File: config.mk
export PLATFORM = sky130hd
export DESIGN_NAME = tiered_threshold_peak_finder_core
export DESIGN_NICKNAME = d
export VERILOG_FILES = /design/src/rtl/tttpf_pkg.sv /design/src/rtl/tttpf_level.sv /design/src/rtl/tttpf_report.sv /design/src/rtl/tiered_threshold_peak_finder_core.sv
export SDC_FILE = /design/constraint.sdc
export NUM_CORES = 1
export LEC_CHECK = 0
export ABC_AREA = 1
export ABC_CLOCK_PERIOD_IN_PS = 10040
export BUFFER_PORTS_ARGS = -buffer_cell sky130_fd_sc_hd__buf_2
export CORE_ASPECT_RATIO = 1.75
export CORE_MARGIN = 2
export CORE_UTILIZATION = 45
export DETAILED_ROUTE_END_ITERATION = 12
export MAX_ROUTING_LAYER = met4
export PLACE_DENSITY_LB_ADDON = 0.08
export SLEW_MARGIN = 5
export SYNTH_ARGS = -nofsm -noshare
export SYNTH_HDL_FRONTEND = slang
export SYNTH_HIERARCHICAL = 1
export SYNTH_SLANG_ARGS = --single-unit
File: constraint.sdc
create_clock -name clk -period 10.04 [get_ports clk]
set_input_delay 1.506 -clock clk [delete_from_list [all_inputs] [get_ports clk]]
set_output_delay 1.506 -clock clk [all_outputs]
set_load 0.05 [all_outputs]
File: src/rtl/tttpf_pkg.sv
// Shared types and constants of the tiered threshold peak finder.
package tttpf_pkg;

  localparam int SAMPLE_W  = 24;
  localparam int THR_W     = 23;
  localparam int MISS_W    = 16;
  localparam int INDEX_W   = 16;
  localparam int LEVEL_W   = 3;
  // Ten times a level threshold fits in 27 bits unsigned.
  localparam int LVL_W     = 27;
  // Ten times a sample or a sample difference fits in 30 bits signed.
  localparam int PROD_W    = 30;
  localparam int CFG_IDX_W = 1;

  localparam int LEVEL_SCALE = 10;

  localparam logic [CFG_IDX_W-1:0] CFG_BASE_THRESHOLD = 1'd0;
  localparam logic [CFG_IDX_W-1:0] CFG_MISS_CODE      = 1'd1;

  localparam logic [THR_W-1:0]  THR_RESET  = 23'd60;
  localparam logic [MISS_W-1:0] MISS_RESET = 16'd99;

  typedef struct packed {
    logic signed [SAMPLE_W-1:0] sample;
    logic                       last;
  } in_item_t;

  typedef struct packed {
    logic [INDEX_W-1:0] peak_index;
    logic               found;
    logic [LEVEL_W-1:0] level_used;
    logic               overflow;
  } out_item_t;

  typedef struct packed {
    logic             test;
    logic             clear;
    logic             thr_we;
    logic [THR_W-1:0] thr_val;
  } seq_ctl_t;

endpackage

File: src/rtl/tttpf_level.sv
// One threshold level: scaled threshold, compare pair and first-hit capture.
module tttpf_level #(
  parameter int LEVEL = 0,
  parameter int IW    = 10
) (
  input  logic                                  clk,
  input  logic                                  rst_n,
  input  tttpf_pkg::seq_ctl_t                   ctl,
  input  logic signed [tttpf_pkg::PROD_W-1:0]   vt,
  input  logic signed [tttpf_pkg::PROD_W-1:0]   dt,
  input  logic [IW-1:0]                         pos,
  output logic                                  hit_o,
  output logic [IW-1:0]                         idx_o
);

  localparam logic [tttpf_pkg::LVL_W-1:0] MULT =
    tttpf_pkg::LVL_W'(tttpf_pkg::LEVEL_SCALE - LEVEL);
  localparam logic [tttpf_pkg::LVL_W-1:0] LVL_RESET =
    tttpf_pkg::LVL_W'(tttpf_pkg::THR_RESET) * MULT;

  logic [tttpf_pkg::LVL_W-1:0]         lvl_r;
  logic [tttpf_pkg::LVL_W-1:0]         lvl_nxt;
  logic                                hit_r;
  logic                                hit_nxt;
  logic [IW-1:0]                       idx_r;
  logic signed [tttpf_pkg::PROD_W-1:0] lvl_s;
  logic                                v_hit;
  logic                                d_hit;
  logic                                new_hit;

  // The scaled threshold is worked out once, when the base threshold is written.
  assign lvl_nxt = tttpf_pkg::LVL_W'(ctl.thr_val) * MULT;
  assign lvl_s   = $signed({{(tttpf_pkg::PROD_W - tttpf_pkg::LVL_W){1'b0}}, lvl_r});

  assign v_hit   = vt > lvl_s;
  assign d_hit   = dt > lvl_s;
  assign new_hit = ctl.test && !hit_r && (v_hit || d_hit);

  assign hit_o   = hit_r || new_hit;
  assign idx_o   = new_hit ? (v_hit ? pos : pos + IW'(1)) : idx_r;
  assign hit_nxt = ctl.clear ? 1'b0 : hit_o;

  always_ff @(posedge clk) begin
    if (!rst_n) begin
      lvl_r <= LVL_RESET;
      hit_r <= 1'b0;
    end else begin
      if (ctl.thr_we) begin
        lvl_r <= lvl_nxt;
      end
      hit_r <= hit_nxt;
    end
  end

  always_ff @(posedge clk) begin
    idx_r <= idx_o;
  end

endmodule

File: src/rtl/tttpf_report.sv
// Picks the strictest level that hit and holds the result item for the output.
module tttpf_report #(
  parameter int NUM_LEVELS = 5,
  parameter int IW         = 10
) (
  input  logic                           clk,
  input  logic                           rst_n,
  input  logic                           load,
  input  logic [NUM_LEVELS-1:0]          hit,
  input  logic [IW-1:0]                  idx [NUM_LEVELS],
  input  logic [tttpf_pkg::MISS_W-1:0]   miss_code,
  input  logic                           overflow,
  output logic                           out_valid,
  input  logic                           out_stall,
  output tttpf_pkg::out_item_t           out_item
);

  tttpf_pkg::out_item_t sel;
  tttpf_pkg::out_item_t out_item_r;
  logic                 out_valid_r;

  // Walk from the loosest level down so that the strictest hit wins.
  always_comb begin
    sel.peak_index = tttpf_pkg::INDEX_W'(miss_code);
    sel.found      = 1'b0;
    sel.level_used = '0;
    sel.overflow   = overflow;
    for (int k = NUM_LEVELS - 1; k >= 0; k--) begin
      if (hit[k]) begin
        sel.peak_index = tttpf_pkg::INDEX_W'(idx[k]);
        sel.found      = 1'b1;
        sel.level_used = tttpf_pkg::LEVEL_W'(k);
      end
    end
  end

  always_ff @(posedge clk) begin
    if (!rst_n) begin
      out_valid_r <= 1'b0;
    end else if (load) begin
      out_valid_r <= 1'b1;
    end else if (!out_stall) begin
      out_valid_r <= 1'b0;
    end
  end

  always_ff @(posedge clk) begin
    if (load) begin
      out_item_r <= sel;
    end
  end

  assign out_valid = out_valid_r;
  assign out_item  = out_item_r;

endmodule

File: src/rtl/tiered_threshold_peak_finder_core.sv
// Top level of the tiered threshold peak finder.
//
//   port group | direction | carries
//   in_*       | input     | one sample with its last mark per item
//   out_*      | output    | one report item per sequence, on the last sample
//   cfg_*      | input     | writes of base threshold and miss code
//
// One item is taken every cycle unless in_stall is high; an item passes the input
// register and is tested at all levels at once while it is held there, so a
// report is registered when its last sample leaves the input register.
// Synchronous reset clears all control state; there is no clearing pass.
// Only a last sample waits in the input register while the output register
// is full and stalled; other samples keep flowing.
module tiered_threshold_peak_finder_core #(
  parameter int MAX_SAMPLES = 1024,
  parameter int NUM_LEVELS  = 5
) (
  input  logic                              clk,
  input  logic                              rst_n,
  input  logic                              in_valid,
  output logic                              in_stall,
  input  tttpf_pkg::in_item_t               in_item,
  output logic                              out_valid,
  input  logic                              out_stall,
  output tttpf_pkg::out_item_t              out_item,
  input  logic                              cfg_we,
  input  logic [tttpf_pkg::CFG_IDX_W-1:0]   cfg_idx,
  input  logic [tttpf_pkg::THR_W-1:0]       cfg_wdata
);

  localparam int IW = $clog2(MAX_SAMPLES);
  localparam int CW = $clog2(MAX_SAMPLES + 1);

  tttpf_pkg::in_item_t                   in_item_r;
  logic                                  in_vld_r;
  logic signed [tttpf_pkg::SAMPLE_W-1:0] prev_r;
  logic [CW-1:0]                         cnt_r;
  logic                                  ovf_r;
  logic [tttpf_pkg::MISS_W-1:0]          miss_code_r;

  logic                                  out_free;
  logic                                  adv;
  logic                                  in_range;
  logic [IW-1:0]                         pos;
  logic signed [tttpf_pkg::SAMPLE_W:0]   diff;
  logic signed [tttpf_pkg::PROD_W-1:0]   vt;
  logic signed [tttpf_pkg::PROD_W-1:0]   dt;
  logic                                  thr_we;
  logic                                  miss_we;
  tttpf_pkg::seq_ctl_t                   ctl;
  logic [NUM_LEVELS-1:0]                 hit;
  logic [IW-1:0]                         idx [NUM_LEVELS];

  assign out_free = !out_valid || !out_stall;
  assign adv      = in_vld_r && (!in_item_r.last || out_free);
  assign in_stall = in_vld_r && in_item_r.last && !out_free;

  always_ff @(posedge clk) begin
    if (!rst_n) begin
      in_vld_r <= 1'b0;
    end else if (!in_stall) begin
      in_vld_r <= in_valid;
    end
  end

  always_ff @(posedge clk) begin
    if (!in_stall && in_valid) begin
      in_item_r <= in_item;
    end
  end

  // Samples past the size bound are neither counted nor tested.
  assign in_range = cnt_r < CW'(MAX_SAMPLES);
  assign pos      = cnt_r[IW-1:0] - IW'(1);

  assign diff = (tttpf_pkg::SAMPLE_W + 1)'(in_item_r.sample) -
                (tttpf_pkg::SAMPLE_W + 1)'(prev_r);
  assign vt   = (tttpf_pkg::PROD_W'(prev_r) <<< 3) + (tttpf_pkg::PROD_W'(prev_r) <<< 1);
  assign dt   = (tttpf_pkg::PROD_W'(diff) <<< 3) + (tttpf_pkg::PROD_W'(diff) <<< 1);

  always_comb begin
    thr_we  = 1'b0;
    miss_we = 1'b0;
    unique case (cfg_idx)
      tttpf_pkg::CFG_BASE_THRESHOLD: thr_we  = cfg_we;
      tttpf_pkg::CFG_MISS_CODE:      miss_we = cfg_we;
      default: begin
        thr_we  = 1'b0;
        miss_we = 1'b0;
      end
    endcase
  end

  assign ctl.test    = adv && in_range && (cnt_r != '0);
  assign ctl.clear   = adv && in_item_r.last;
  assign ctl.thr_we  = thr_we;
  assign ctl.thr_val = cfg_wdata;

  always_ff @(posedge clk) begin
    if (!rst_n) begin
      miss_code_r <= tttpf_pkg::MISS_RESET;
    end else if (miss_we) begin
      miss_code_r <= cfg_wdata[tttpf_pkg::MISS_W-1:0];
    end
  end

  always_ff @(posedge clk) begin
    if (!rst_n) begin
      prev_r <= '0;
      cnt_r  <= '0;
      ovf_r  <= 1'b0;
    end else if (adv) begin
      if (in_item_r.last) begin
        prev_r <= '0;
        cnt_r  <= '0;
        ovf_r  <= 1'b0;
      end else if (in_range) begin
        prev_r <= in_item_r.sample;
        cnt_r  <= cnt_r + CW'(1);
      end else begin
        ovf_r  <= 1'b1;
      end
    end
  end

  for (genvar k = 0; k < NUM_LEVELS; k++) begin : g_level
    tttpf_level #(
      .LEVEL (k),
      .IW    (IW)
    ) u_level (
      .clk   (clk),
      .rst_n (rst_n),
      .ctl   (ctl),
      .vt    (vt),
      .dt    (dt),
      .pos   (pos),
      .hit_o (hit[k]),
      .idx_o (idx[k])
    );
  end

  tttpf_report #(
    .NUM_LEVELS (NUM_LEVELS),
    .IW         (IW)
  ) u_report (
    .clk       (clk),
    .rst_n     (rst_n),
    .load      (adv && in_item_r.last),
    .hit       (hit),
    .idx       (idx),
    .miss_code (miss_code_r),
    .overflow  (ovf_r || !in_range),
    .out_valid (out_valid),
    .out_stall (out_stall),
    .out_item  (out_item)
  );

  // A report appears only after a last sample has been processed.
  a_report_source: assert property (@(posedge clk) disable iff (!rst_n)
    $rose(out_valid) |-> $past(adv && in_item_r.last))
    else $error("report without a processed last sample");

  // The sample count never runs past the size bound.
  a_count_bound: assert property (@(posedge clk) disable iff (!rst_n)
    cnt_r <= CW'(MAX_SAMPLES))
    else $error("sample count beyond bound");

  // Every level starts the next sequence with no hit.
  a_hits_cleared: assert property (@(posedge clk) disable iff (!rst_n)
    (adv && in_item_r.last) |=> (hit == '0) || ctl.test)
    else $error("level hits not cleared at end of sequence");

  // A held sample is not lost or overwritten while it waits.
  a_input_hold: assert property (@(posedge clk) disable iff (!rst_n)
    (in_vld_r && !adv) |=> in_vld_r && $stable(in_item_r))
    else $error("waiting sample lost");

  // A miss reports level zero.
  a_miss_level: assert property (@(posedge clk) disable iff (!rst_n)
    (out_valid && !out_item.found) |-> (out_item.level_used == '0))
    else $error("miss with nonzero level");

endmodule

Word level (Yosys, flattened, before mapping)

Cells that the tools add are included.

Register bits after elaboration: 282
Output and inout bits: 23
Logic and storage cells: 128

Add/subtract/negate cells: 6
Multipliers: 4
Order comparisons: 11
Equality and inequality tests: 2
Muxes and demuxes: 25
Bitwise logic cells: 1
Reduce and logical (&&, ||, !) cells: 49

Operators by type and width:

| cell                  | number |
|---|---|
| $mux 10               | 10 |
| $gt 29x27->1          | 3 |
| $gt 28x27->1          | 3 |
| $mux 14               | 5 |
| $gt 29x28->1          | 2 |
| $gt 28x28->1          | 2 |
| $mul 23x3->26 const B | 2 |
| $mux 24               | 2 |
| $add 28x26->29        | 1 |
| $add 27x25->28        | 1 |
| $mul 23x4->27 const B | 1 |
| $mul 23x2->25 const B | 1 |
| $sub 24x24->25        | 1 |
| $mux 11               | 2 |
| $logic_and 1x1->1     | 17 |
| $logic_or 1x1->1      | 13 |
| $add 11x1->11 const B | 1 |
| $logic_not 1->1       | 11 |
| $lt 11x11->1 const B  | 1 |
| $reduce_bool 11->1    | 1 |
| $add 10x1->10 const B | 1 |
| $sub 10x1->10 const B | 1 |
| $mux 1                | 6 |
| $reduce_or 5->1       | 1 |
| other kinds (7)       | 9 |

Longest topological paths before layout

Gate-level depths: netlist of run 1.

Depth after elaboration: 14
Depth in mapped cells: 43

Modules after synthesis

Netlist of run 1, hierarchy kept.

Modules (own cells, without submodules):

| module                            | times used | cells an instance | area each (um^2) |
|---|---|---|---|
| tiered_threshold_peak_finder_core | 1          | 914               | 6543.8 |
| tttpf_level (g_level[3].u_level)  | 1          | 750               | 4937.2 |
| tttpf_level (g_level[1].u_level)  | 1          | 698               | 4506.8 |
| tttpf_level (g_level[0].u_level)  | 1          | 682               | 4431.8 |
| tttpf_level (g_level[4].u_level)  | 1          | 678               | 4227.8 |
| tttpf_level (g_level[2].u_level)  | 1          | 384               | 2645.0 |
| tttpf_report                      | 1          | 206               | 1437.6 |

Worst setup path before layout of run 1

OpenSTA, ideal clock, no wires.

Path kind: register -> register
From: register prev_r[0] (netlist name)
To: register u_report.out_item_r (netlist bit u_report/out_item[10]) (data pin)
Library setup time: 0.252 ns
Arrival time: 5.160 ns
Setup slack: 4.628 ns
Stages on the path, launching flop included: 35
Buffers on the path: 2
Period minus slack after synthesis: 5.412 ns
Cell sequence: dfxtp_1 ha_1 fa_1 o21ai_2 a21boi_2 o21ai_2 a21oi_1 o21bai_1 a21oi_1 xnor2_1 ha_1 nand2_1 nor4_1 nand4_1 nand3_1 nand3_1 nand2_1 xor2_1 ha_1 a21o_1 nor2_1 o21ai_0 a21oi_1 nand2_1 nand3_1 nand2_1 nand2_2 buf_6 nand2_1 buf_2 or2_1 nand3_1 nand2_1 nand2_1 nand2_1

RTL lines:

| element                | line                                     | text |
|---|---|---|
| start, declared        | tiered_threshold_peak_finder_core.sv:36  | `logic signed [tttpf_pkg::SAMPLE_W-1:0] prev_r;` |
| start signal, assigned | tiered_threshold_peak_finder_core.sv:118 | `prev_r <= in_item_r.sample;` |
| end signal, assigned   | tttpf_report.sv:49                       | `out_item_r <= sel;` |
| end, declared          | tttpf_report.sv:19                       | `tttpf_pkg::out_item_t out_item_r;` |

Final worst setup path of run 1

From: register prev_r[0] (netlist name)
To: register u_report.out_item_r (netlist bit u_report/out_item[4]) (data pin)

Word-level cells in the longest chain between the ends: 7
Elaborated cells between the ends (all ways): 30
Classes of those cells: add/sub (3); order compare (10); mux (1); reduce/logical (16)

Ends and longest elaborated chain:

| element                          | line                                    | text |
|---|---|---|
| $sub 24x24->25                   | tiered_threshold_peak_finder_core.sv:76 | `assign diff = (tttpf_pkg::SAMPLE_W + 1)'(in_item_r.sample) -` |
| $add 28x26->29                   | tiered_threshold_peak_finder_core.sv:79 | `assign dt = (tttpf_pkg::PROD_W'(diff) <<< 3) + (tttpf_pkg::PROD_W'(diff) <<< 1);` |
| net dt (one bit)                 | tiered_threshold_peak_finder_core.sv:47 | `logic signed [tttpf_pkg::PROD_W-1:0] dt;` |
| $gt 29x27->1                     | tttpf_level.sv:36                       | `assign d_hit = dt > lvl_s;` |
| $logic_or 1x1->1                 | tttpf_level.sv:37                       | `assign new_hit = ctl.test && !hit_r && (v_hit \|\| d_hit);` |
| $logic_and 1x1->1                | tttpf_level.sv:37                       |  |
| $logic_or 1x1->1                 | tttpf_level.sv:39                       | `assign hit_o = hit_r \|\| new_hit;` |
| net hit[2]                       | tiered_threshold_peak_finder_core.sv:51 | `logic [NUM_LEVELS-1:0] hit;` |
| $reduce_or 4->1 (no source line) | -                                       |  |

The timed path passes the listed nets, and every way through them passes these cells.
A chain may end at the register's enable or synchronous reset.

==> results by group, run 1 <==
Worst setup path
  – Worst path top cell family by delay: simple AND/OR/NAND/NOR gates
  – CP endpoint kind: flip-flop
  – Number of buffers and inverters on the critical path: 1
  – CP required: 10.37 ns
  – Critical path's slowest cell: nor4_1
  – Critical setup path kind: reg2reg
  – Arrival @ worst endpoint: 7.96 ns
  – Critical path peak fanout: 12
  – CP dominant cell by count: nand2_1
  – Crit-path max cell delay: 0.53 ns
  – Crit path launch type: flip-flop

Synth
  – Largest family of logic cells by synthesized area: simple AND/OR/NAND/NOR gates
  – Fraction of synthesized cell area in xor and xnor cells: 4.02%
  – Syn avg cell area: 6.66 µm²
  – Share of flip-flops with an asynchronous set or reset: 0%
  – Sequential area share after synthesis: 21.3%
  – Synth Area in Adders: 22.2%
  – Synth Instances: 4312
  – Synthesized cell area: 28700 µm²
  – Post-synthesis mux area share: 0%
  – YS warnings: 6
  – Post-synth top area cell: ha_1
  – Dominant cells by area after synthesis: ha_1, dfxtp_1, nand2_1
  – Post-Synth Simple-Gate Area: 29.7%
  – Synth Area in Compound Gates: 13.3%
  – Primary FF master, synth: dfxtp_1
  – Synth unique cells: 58
  – Synth top area share: 20.2%
  – Number of synthesized flops with an enable pin: 46
  – #FFs+latches synth: 282

Floorplanning
  – Row count: 122
  – Die area: 66000 µm²
  – Die span in y: 338 µm
  – Die X: 195 µm
  – Starting density of the core: 45.5%
  – Top Ports: 77
  – Core area: 63200 µm²

Pwr
  – Sw Pwr: 2500 µW
  – Worst VDD drop: 0.000114 V
  – Clock power share: 22.1%
  – Reg power frac: 25.0%
  – Cell Pwr Density: 175 nW/µm²
  – Comb pwr share: 52.9%
  – Sw frac: 46.0%
  – Pwr Total: 5440 µW
  – Pleak: 0.0162 µW
  – Pint: 2940 µW

Drt
  – Uppermost layer routed: met4
  – DR pass1 iterations: 5
  – Met2 routed WL: 51.5 mm
  – 1st-iter DRT viols: 1287
  – DRT met1 WL: 38.6 mm
  – Met3 wire length: 2.76 mm
  – Post-route ant nets: 0
  – DRC: 0
  – Routed vias/inst: 5.32
  – Total Wirelength: 101 mm
  – Routed vias: 27700
  – Drt wl/cell: 19.5 µm

Final layout
  – Antenna cells: 0
  – Nets@finish: 4924
  – Multi-input gate area: 20000 µm²
  – Fill cells: 6769
  – Final instance area: 31100 µm²
  – Core Util, Final: 49.1%
  – Area grow syn2layout: 8.10%
  – Layout cells sized above 1: 6.59%
  – FF+latch area: 6110 µm²

Timing
  – Slew @ Worst Pin: 1.22 ns
  – Crit path time final: 7.63 ns
  – Period utilization: 75.9%
  – Pins over their slew limit: 0
  – Setup Viol. Count Final: 0
  – Final Hold Vio Count: 0
  – Fin Clk Skew: 0.0186 ns
  – RSZ-0062 raised after global routing: no
  – Max frequency: 131 MHz
  – Slew headroom: 18.8%
  – Sum Neg Setup Slack: 0 ns

Clock tree
  – Sink Count: 282
  – Post_cts resized: 0
  – Clk buf depth: 3
  – Postcts setup bufs: 0
  – CTS Buf Count: 31
  – Clock transition at the registers of the reported paths: 0.07 ns
  – CTS root buffer: clkbuf_16
  – Clk Latency, worst-skew pair: 0.61 ns
  – Max H-tree Level: 1
  – CTS tree: yes
  – CTS Hold Bufs: 0

Global route
  – Total GRT Usage: 31.3%
  – Largest net degree at the start of global routing: 47
  – Vias in the first global route: 27200
  – Global-route wire length before repair: 154 mm
  – Congestion Overflow GR: 0
  – Antenna violations before repair: 4

Placement
  – Area of placed instances: 30000 µm²
  – I/O Buffers: 76
  – Final Wtd Congestion: 1.04
  – Detailed placement HPWL: 81.3 mm

Flow run
  – MaxCap Viol Count: 0

Run status
  – Status: finished clean

Min path
  – Hold crit path type: reg2reg
area by class of cell:
class,count,share of cell area (%)
inverters,611,7.38
repair buffers,107,1.97
clock inverters,24,0.741
multi-input cells,3344,64.4
flip-flops and latches,282,19.7
well taps,806,3.25
clock buffers,34,2.63
placed cells by master (no fill, tap or decap), types with 6 or more instances in the layout:
cell type	instances
edfxtp_1	46
and2_1	9
clkinv_1	12
o211ai_1	12
xor2_1	97
nand3_1	293
fa_1	29
conb_1	10
buf_4	31
clkbuf_16	32
or2_2	15
nand4_1	44
or2_1	10
ha_1	464
o21bai_1	11
nor2_2	20
nor2_1	327
buf_2	76
o21ai_0	186
nand2_2	34
nor4_1	11
o21ai_1	11
a21oi_2	7
a21oi_1	410
xnor2_1	33
a21o_1	28
nand2_1	1153
nand3b_1	6
nor3_2	6
inv_2	8
nand3_2	9
o21ai_2	8
o21a_1	13
nor3_1	42
inv_1	596
dfxtp_1	236
flip-flops by register name, indices dropped and copies added, names as in the netlist, 5 cells and up:
signal / cells
cnt_r: 11
prev_r: 24
g_level.u_level/idx_r: 50
g_level.u_level/lvl_r: 127
u_report/out_item: 21
in_item_r: 25
g_level.u_level/hit_r: 5
miss_code_r: 16
cell families after synthesis:
kind of cell	count (synthesis)
AND/OR/NAND/NOR	2002
AO/OA/AOI/OAI	707
buffers and inverters	695
adder cells (fa/ha/maj)	493
flip-flops	282
XOR/XNOR	132
other	1
layer usage:
layer	vias to the layer above	global-route usage, %
li1	14200	-
met1	12700	31.7
met2	539	57.3
met3	254	2.01
met4	0	21.8
met5	-	-
worst reg2reg max path, delay by kind of cell, from the launching register on:
kind | cells | cell delay [ns]
flip-flops | 1 | 0.40
AO/OA/AOI/OAI | 7 | 1.25
AND/OR/NAND/NOR | 17 | 3.49
adder cells (fa/ha/maj) | 4 | 1.35
buffers and inverters | 1 | 0.05
XOR/XNOR | 2 | 0.81
power by group through the flow:
| stage | Sequential [µW] | Combinational, µW | Clock (µW) |
|---|---|---|---|
| CTS | 1360 | 2870 | 1230 |
| global route | 1370 | 3270 | 1270 |
| finish | 1360 | 2880 | 1200 |
| detailed placement | 1380 | 2850 | 0 |
| global placement | 1380 | 2830 | 0 |
| floorplan | 1390 | 2030 | 0 |
synthesized netlist by cell type (all sizes together) (5+ instances only):
master / number
o21bai: 11
dfxtp: 236
o21ai: 206
nand4: 44
clkinv: 7
nand3: 302
o211ai: 12
xnor2: 33
buf: 32
nor3b: 6
or2: 26
nor3: 48
a21o: 28
xor2: 99
a21oi: 418
a21boi: 6
a31oi: 5
edfxtp: 46
nand2: 1191
o21a: 13
a211oi: 5
ha: 464
inv: 604
nor4: 12
clkbuf: 52
nor2: 352
fa: 29
nand3b: 7
and2: 11
through the flow:
step                cells  setup slack (ns)  hold WS (ns)
floorplan            4321              4.63         0.422
global placement     5150              2.54         0.438
detailed placement   5150              2.48         0.440
CTS                  5208              2.45         0.457
global route         5208              1.80         0.469
finish               5208              2.41         0.452
worst paths after layout:
path	cells past startpoint	slack, ns	from	endpoint
setup reg to reg	31	2.41	prev_r[0]	u_report/out_item[4]
hold reg to reg	2	0.45	g_level[4].u_level/idx_r[4]	g_level[4].u_level/idx_r[4]
setup / recovery	31	2.41	prev_r[0]	u_report/out_item[4]
hold / removal	2	0.45	g_level[4].u_level/idx_r[4]	g_level[4].u_level/idx_r[4]
Note: power is estimated with default switching activity, not from simulation.
==> inputs of run 2 (changes only) <==
ABC_CLOCK_PERIOD_IN_PS = 6300   (was 10040)
clock period = 6.3 ns   (was 10.04 ns; I/O delays follow)
==> results by group, run 2 (same netlist as run 1, synthesis figures left out) <==
Min path
  – Hold crit path type: reg2reg

Drt
  – 1st-iter DRT viols: 1395
  – Routed vias/inst: 5.33
  – Post-route ant nets: 0
  – DR pass1 iterations: 5
  – DRC: 0
  – Drt wl/cell: 19.6 µm
  – Total Wirelength: 103 mm
  – Routed vias: 28100

Clock tree
  – CTS root buffer: clkbuf_16
  – Clock transition at the registers of the reported paths: 0.06 ns
  – Max H-tree Level: 1
  – CTS Buf Count: 29
  – Clk Latency, worst-skew pair: 0.62 ns
  – Clk buf depth: 3
  – CTS tree: yes
  – Sink Count: 282

Floorplanning
  – Core area: 63200 µm²
  – Row count: 122
  – Top Ports: 77
  – Starting density of the core: 45.5%
  – Die area: 66000 µm²
  – Die X: 195 µm
  – Die span in y: 338 µm

Final layout
  – Biggest regs: g_level.u_level/lvl_r x127, g_level.u_level/idx_r x50, in_item_r x25
  – Number of flip-flops in the largest register: 127
  – Area grow syn2layout: 10.3%
  – Fill cells: 6644
  – Most flops, register: g_level.u_level/lvl_r
  – Most common cell after layout, fill and taps aside: nand2_1
  – Layout cells sized above 1: 8.51%
  – Most frequent cells in the layout: nand2_1, inv_1, ha_1
  – Nets@finish: 4989

Worst setup path
  – CP required: 6.66 ns
  – Setup slack, reg-to-reg: 0.43 ns
  – Critical path peak fanout: 8
  – Arrival @ worst endpoint: 6.23 ns
  – Crit-path max cell delay: 0.44 ns
  – CP dominant cell by count: nand2_1
  – Critical path's slowest cell: ha_2
  – Critical setup path kind: reg2reg
  – Crit path launch type: flip-flop
  – CP endpoint kind: flip-flop

Timing
  – Pins over their slew limit: 0
  – Fin Clk Skew: 0.0284 ns
  – Period utilization: 93.1%
  – Crit path time final: 5.87 ns
  – Final Hold Vio Count: 0
  – Sum Neg Setup Slack: 0 ns
  – Slew @ Worst Pin: 1.15 ns
  – Setup Viol. Count Final: 0
  – Max frequency: 170 MHz
  – Slew headroom: 23.1%

Flow run
  – MaxCap Viol Count: 0

Pwr
  – Pleak: 0.0166 µW
  – Pwr Total: 8850 µW
  – Cell Pwr Density: 279 nW/µm²
  – Worst VDD drop: 0.000172 V

Placement
  – Final Wtd Congestion: 1.00
  – Detailed placement HPWL: 83.7 mm
  – I/O Buffers: 76

Global route
  – Congestion Overflow GR: 0
  – Antenna violations before repair: 3
  – Vias in the first global route: 27800
  – Total GRT Usage: 31.8%
  – Largest net degree at the start of global routing: 52
  – Global-route wire length before repair: 156 mm

Run status
  – Status: finished clean
## run 2: cell count changes in the layout (fill, tap and decap cells not counted), sizes merged
cell,delta
diode,+2
inv,-2
buf,+67
bufinv,-1
clkbuf,+2
clkinvlp,+1
clkinv,-4
## run 2: stage by stage
stage / std cells / setup slack (ns) / util [%] / area [µm²] / hold slack (ns)
2_1_floorplan: 4321 / 0.888 / - / 28800 / 0.422
3_3_place_gp: 5209 / 0.169 / 48.2 / 30500 / 0.436
4_1_cts: 5263 / 0.0119 / 49.8 / 31500 / 0.456
5_1_grt: 5272 / -0.0280 / 50.2 / 31700 / 0.471
3_5_place_dp: 5209 / 0.0486 / 48.2 / 30500 / 0.440
6_report: 5273 / 0.432 / 50.2 / 31700 / 0.458
## run 2: area by class of cell
type	count	area, µm²	area share (%)
multi-input combinational	3344	20200	63.6
timing repair buffer	174	1130	3.57
tap	806	1010	3.18
sequential	282	6110	19.3
antenna	2	5.00	0.0158
clock inverter	18	169	0.533
inverter	611	2300	7.24
clock buffer	36	826	2.60
## run 2: per-layer routing
metal  track usage [%]  wire length [µm]  part of all wire [%]  vias to the layer above
met5                 -                 0                     0                        -
met2              58.8             53200                    52                      559
li1                  -                 -                     -                    14300
met1              31.7             38600                    37                    13000
met3              2.20              3140                   3.0                      274
met4              21.4              8160                   7.9                        0
## run 2: final timing paths
check | start | endpoint | cells past startpoint
setup / recovery | in_item_r[11] | u_report/out_item[11] | 40
hold / removal | g_level[0].u_level/idx_r[1] | g_level[0].u_level/idx_r[1] | 2
setup reg to reg | in_item_r[11] | u_report/out_item[11] | 40
hold reg to reg | g_level[0].u_level/idx_r[1] | g_level[0].u_level/idx_r[1] | 2
## run 2: timing repair
| action | 4_1_cts | 5_1_grt |
|---|---|---|
| setup endpoints to repair | 0 | 20 |
| gates resized for setup | 0 | 38 |
| hold buffers | 0 | 0 |
| buffers inserted | 0 | 8 |
## run 2: critical path, delay by kind of cell (launching register included)
kind | cells | cell delay [ns]
flops | 1 | 0.43
xor+xnor | 2 | 0.35
buf+inv | 7 | 0.68
compound gates | 2 | 0.20
simple gates | 26 | 2.84
fa+ha+maj | 3 | 1.10
## run 2: report_power, final
group / switching, µW / internal, µW / total, µW
clock network: 832 / 1020 / 1850
logic: 3140 / 1680 / 4820
registers: 80.8 / 2090 / 2170
